[src/rtl/core/vtm_pkg.sv]
// Vertex transform package: shared types, command codes, constants and sat32().
// No dependencies.
`default_nettype none
package vtm_pkg;
    typedef enum logic {
        CMD_WRITE  = 1'b0,
        CMD_VERTEX = 1'b1
    } t_cmd;

    localparam logic [1:0] SEL_MODEL = 2'd0;
    localparam logic [1:0] SEL_VIEW  = 2'd1;
    localparam logic [1:0] SEL_PROJ  = 2'd2;
    localparam logic [1:0] SEL_NONE  = 2'd3;

    typedef struct packed {
        logic                 is_vertex;
        logic [1:0]           mat_select;
        logic [3:0]           elem_index;
        logic signed [31:0]   elem_value;
        logic signed [31:0]   pos_x;
        logic signed [31:0]   pos_y;
        logic signed [31:0]   pos_z;
        logic signed [31:0]   nrm_x;
        logic signed [31:0]   nrm_y;
        logic signed [31:0]   nrm_z;
        logic [63:0]          tex;
    } t_item;

    typedef struct packed {
        logic signed [31:0] world_x;
        logic signed [31:0] world_y;
        logic signed [31:0] world_z;
        logic signed [31:0] normal_x;
        logic signed [31:0] normal_y;
        logic signed [31:0] normal_z;
        logic signed [31:0] clip_x;
        logic signed [31:0] clip_y;
        logic signed [31:0] clip_z;
        logic signed [31:0] clip_w;
        logic [63:0]        tex_out;
        logic               singular;
    } t_result;

    function automatic logic signed [31:0] sat32(input logic signed [63:0] v);
        logic signed [31:0] r;
        if (v > 64'sd2147483647) begin
            r = 32'sh7FFFFFFF;
        end else if (v < -64'sd2147483648) begin
            r = 32'sh80000000;
        end else begin
            r = v[31:0];
        end
        return r;
    endfunction
endpackage
`default_nettype wire

[src/rtl/core/vtm_front.sv]
// Front end: accepts transactions, drops writes to SEL_NONE, queues the rest (two entries).
// Depends on vtm_pkg.
`default_nettype none
module vtm_front
    import vtm_pkg::*;
(
    input  wire logic        i_clk,
    input  wire logic        i_rst_n,
    input  wire logic        i_valid,
    output logic             o_ready,
    input  wire t_item       i_item,
    output logic             o_q_valid,
    input  wire logic        i_q_pop,
    output t_item            o_q_item
);
    t_item      r_mem [2];
    logic       r_wp;
    logic       r_rp;
    logic [1:0] r_cnt;
    logic       w_push;
    logic       w_drop;

    assign o_ready   = (r_cnt != 2'd2);
    assign w_drop    = !i_item.is_vertex && (i_item.mat_select == SEL_NONE);
    assign w_push    = i_valid && o_ready && !w_drop;
    assign o_q_valid = (r_cnt != 2'd0);
    assign o_q_item  = r_mem[r_rp];

    always_ff @(posedge i_clk) begin
        if (w_push) begin
            r_mem[r_wp] <= i_item;
        end
        if (!i_rst_n) begin
            r_wp  <= 1'b0;
            r_rp  <= 1'b0;
            r_cnt <= 2'd0;
        end else begin
            if (w_push) begin
                r_wp <= ~r_wp;
            end
            if (i_q_pop) begin
                r_rp <= ~r_rp;
            end
            r_cnt <= r_cnt + {1'b0, w_push} - {1'b0, i_q_pop};
        end
    end
endmodule
`default_nettype wire

[config.mk]
export PLATFORM = sky130hd
export DESIGN_NAME = vtm_front
export DESIGN_NICKNAME = d
export VERILOG_FILES = /design/src/rtl/core/vtm_pkg.sv /design/src/rtl/core/vtm_front.sv
export SDC_FILE = /design/constraint.sdc
export NUM_CORES = 1
export LEC_CHECK = 0
export CORE_AREA = 2 2 229 231
export DETAILED_ROUTE_END_ITERATION = 8
export DIE_AREA = 0 0 231 233
export DONT_BUFFER_PORTS = 1
export PLACE_DENSITY = 0.67
export SETUP_SLACK_MARGIN = 0.2
export SKIP_CTS_REPAIR_TIMING = 1
export SLEW_MARGIN = 20
export SYNTH_ARGS = -nofsm -noshare
export SYNTH_HDL_FRONTEND = slang
export SYNTH_SLANG_ARGS = --single-unit
export TNS_END_PERCENT = 1
[constraint.sdc]
create_clock -name i_clk -period 45.6 [get_ports i_clk]
set_input_delay 6.84 -clock i_clk [delete_from_list [all_inputs] [get_ports i_clk]]
set_output_delay 6.84 -clock i_clk [all_outputs]
set_load 0.02 [all_outputs]
==> results.md <==
Status:
- The run finished with clean final reports.

Global routing:
- Entering global routing, the biggest net connects approximately 160 pins.
- The first global-routing pass estimated between 60,000 and 70,000 um of wire.
- Global routing used about 16% of the available tracks across all layers.
- The via count of the first global-routing pass was roughly 9,300.
- The number of antenna violations at the first check in global routing is 4.
- The total grt overflow is 0.

Placement:
- At the end of routability-driven placement, the weighted congestion stood at 0.899.
- Detailed placement ended at an HPWL of 32,200 um.
- The number of buffer cells added on primary ports is 0.

Timing:
- The worst-case clock skew is between 0.03 and 0.04 ns.
- Of the available clock period, the critical path in the final layout requires 23.5%.
- Setup repair after global routing left no endpoint under its margin.
- The number of failing setup endpoints in the final timing report is 0.
- The number of hold-slack violations in the final timing report is 0.
- The clock period could shrink to around 11 ns.
- The max-slew violation total from the final report is 0.
- Setup total negative slack on the finished layout was measured at 0 ns.
- Hold is met by between 0.5 and 0.6 ns.
- At the pin with the least slew margin, the transition time is 1.17 ns.
- Headroom to the max-slew limit came out at roughly 22%.
- The highest achievable clock rate is roughly 93 MHz.

Critical path:
- The worst setup path is launched from a register.
- Across all register-to-register paths, the minimum setup slack is roughly 42 ns.
- For the worst flop-to-flop path, the logic depth is 5.
- The element type at the critical path end is an output pin.
- In this run the critical register-to-register path is captured at r_mem[1][148].
- STA puts the critical path data required time at 38.76 ns.
- The startpoint-to-endpoint class of the critical path is register to output pin.
- In this run the critical register-to-register path is launched from r_cnt[0].
- The largest fanout of any net on the critical path is 54.
- STA puts the critical path data arrival time at 3.89 ns.

Synth:
- The synthesized design spends more area on one cell type than any other, namely sky130_fd_sc_hd__edfxtp_1.
- The number of nets in the synthesized netlist is between 1,000 and 1,500.
- The mean cell area of the mapped netlist is about 24 sq um.
- Summing every instance area after synthesis gives between 0.02 and 0.025 sq mm.
- The sequential fraction of the synthesis area is between 70% and 80%.
- The Yosys warning count is 0.
- The unique cell type count in the Yosys netlist is 17.
- Summed over its instances, the top area cell type makes up between 70% and 80% of the synthesized netlist area.
- The gate count of the mapped netlist is approximately 940.
- After synthesis the netlist holds a flip-flop and latch count of just under 600.
- Sorting the synthesized cells by area gives the leading types as sky130_fd_sc_hd__edfxtp_1 79%, sky130_fd_sc_hd__mux2_4 17%, sky130_fd_sc_hd__mux2_2 2.2%, sky130_fd_sc_hd__buf_6 1.4%, sky130_fd_sc_hd__dfxtp_1 0.44%.

Clocking:
- The H-tree was split into 2 levels.
- The CTS sink count is 595.
- The CTS buffer count is between 50 and 60.
- The clock-pin transition on the worst setup and hold timing paths is roughly 0.060 ns.
- The clock tree root driver cell is sky130_fd_sc_hd__clkbuf_16.
- The longest clock path from root to sink contains 3 buffers.
- The TritonCTS clock tree is yes.
- Clock latency on the worst-skew pair, taken at its later pin, is ~0.59 ns.

Min path:
- The beginning of the worst hold path is r_rp.
- The hold path depth is 2.
- The tightest min-delay check is of the register to register type.
- The worst hold path endpoint is r_rp.

Layout:
- From synthesis to final layout, the design area changed by 10.9%.
- For this run, the post-layout net count is between 1,000 and 1,500.
- Fill cells in the final layout number ~4,100.
- Cells with a size suffix above 1 make up 37.7% of the layout.
- The post-route core utilization is roughly 49%.

Flow run:
- The tool flagged a number of max-cap violations equal to 0.

Floorplan:
- Row generation in the floorplan step produced 83 rows.
- The die area is around 0.054 sq mm.
- The initial core utilization is approximately 44%.
- In this run the count of I/O pins placed on the die edge is 596.
- The region available for standard cell placement spans a little over 0.05 sq mm.
- From left edge to right edge, the die measures 231 um.
- The height of the chip is between 200 and 250 um.

Routing:
- For this block, the routed nets add up to between 40,000 and 50,000 um of wire.
- In this run, the number of DRC markers left after iteration 0 of detailed routing was 522.
- For this run, the detailed router's first-pass iteration total came to 4.
- Using the TritonRoute via totals, the vias-per-cell ratio works out to just over 5.
- Once detail routing completed, the nets flagged for antenna violations numbered 0.
- The vias after detailed routing is roughly 8,900.
- For this run, design rule violations remaining after detail routing come to 0.
- The average routed wire per standard cell is 27.0 um.

Power and ir drop:
- IR analysis of the VDD net gives a maximum drop of 0.0000409 V.
- The ratio of total power to cell area is approximately 55 mW/mm^2.
- For this design the static power due to leakage is ~8.6 nW.
## per-stage QoR
step / power [W] / cells / setup slack (ns) / instance area, sq um
after floorplan: 0.000921 / 944 / 25.34 / 22600
after global placement: 0.000923 / 1601 / 35.45 / 23200
after detailed placement: 0.000927 / 1601 / 35.45 / 23200
after CTS: 0.00138 / 1708 / 34.82 / 25000
after global routing: 0.00141 / 1710 / 34.69 / 25000
final: 0.00137 / 1712 / 34.87 / 25000
## cells in the final DEF, fill, tap and decap left out, drive strengths merged
master    Yosys  final
edfxtp      590    590
mux2        295    295
clkbuf        0     74
clkinv        0     23
buf          33     10
inv           3      7
bufinv        0      5
dfxtp         5      5
nor2          5      5
diode         0      4
nand2         3      3
xnor2         2      2
ha            2      2
nand2b        1      1
o211ai        1      1
or2           1      1
and2          1      1
mux2i         1      1
xor2          1      1
clkinvlp      0      1
## cell type report
cell class | instances | area [sq um] | area share [%]
Antenna cell | 4 | 10.0 | 0.0400
Clock buffer | 74 | 1530 | 6.13
Clock inverter | 33 | 295 | 1.18
Inverter | 3 | 11.3 | 0.0450
Multi-Input combinational cell | 313 | 4390 | 17.6
Sequential cell | 595 | 17800 | 71.2
Tap cell | 680 | 851 | 3.40
Timing Repair Buffer | 10 | 100 | 0.400
## report_power, final
part           internal [W]  leakage (nW)  total [W]  switching, W
combinational     0.0000713          2.17   0.000210      0.000138
sequential         0.000683          5.52   0.000703     0.0000203
clock              0.000265         0.893   0.000455      0.000190
## cell usage after synthesis
library cell                 n
sky130_fd_sc_hd__buf_6      29
sky130_fd_sc_hd__dfxtp_1     5
sky130_fd_sc_hd__o211ai_1    1
sky130_fd_sc_hd__xor2_1      1
sky130_fd_sc_hd__and2_1      1
sky130_fd_sc_hd__ha_1        2
sky130_fd_sc_hd__nor2_1      5
sky130_fd_sc_hd__inv_1       3
sky130_fd_sc_hd__mux2i_1     1
sky130_fd_sc_hd__nand2b_1    1
sky130_fd_sc_hd__mux2_4    250
sky130_fd_sc_hd__mux2_2     45
sky130_fd_sc_hd__nand2_1     3
sky130_fd_sc_hd__or2_2       1
sky130_fd_sc_hd__xnor2_1     2
sky130_fd_sc_hd__buf_2       4
sky130_fd_sc_hd__edfxtp_1  590
## worst max path at each step
stage                     to  cells past startpoint
2_1_floorplan    r_mem[0][0]                      3
3_3_place_gp   r_mem[1][206]                      5
3_5_place_dp   r_mem[1][117]                      5
4_1_cts        o_q_item[189]                      3
5_1_grt        o_q_item[184]                      3
6_report       o_q_item[237]                      3
## routing by layer
metal  up-vias  share of wire [%]  GRT usage (%)
met5         -              0.050              0
met3       106                 12           8.25
met4         4                4.0           7.86
met2       411                 53           28.8
met1      4522                 32           15.5
li1       3841                  -              -
## registers in the layout, summed over array words and instances (netlist names), named ones only
| register | count |
|---|---|
| r_mem | 590 |
| r_wp | 1 |
| r_cnt | 2 |
| r_rp | 1 |
## logic make-up after synthesis
logic type                 count (synthesis)  synth area share [%]
DFF                                      595                  79.0
muxes                                    296                  18.9
buffers and inverters                     36                  1.59
and+or+nand+nor                           11                 0.216
xor gates and xnor gates                   3                 0.117
adders and majority gates                  2                 0.111
AOI/OAI and AO/OA                          1                0.0333
## worst max-delay path, cell delays in order (launching register included)
cell and delay, ns:
sky130_fd_sc_hd__dfxtp_4 0.96, sky130_fd_sc_hd__buf_4 0.91, sky130_fd_sc_hd__buf_4 0.87, sky130_fd_sc_hd__mux2_4 0.40
(Power assumes the default switching activity.)
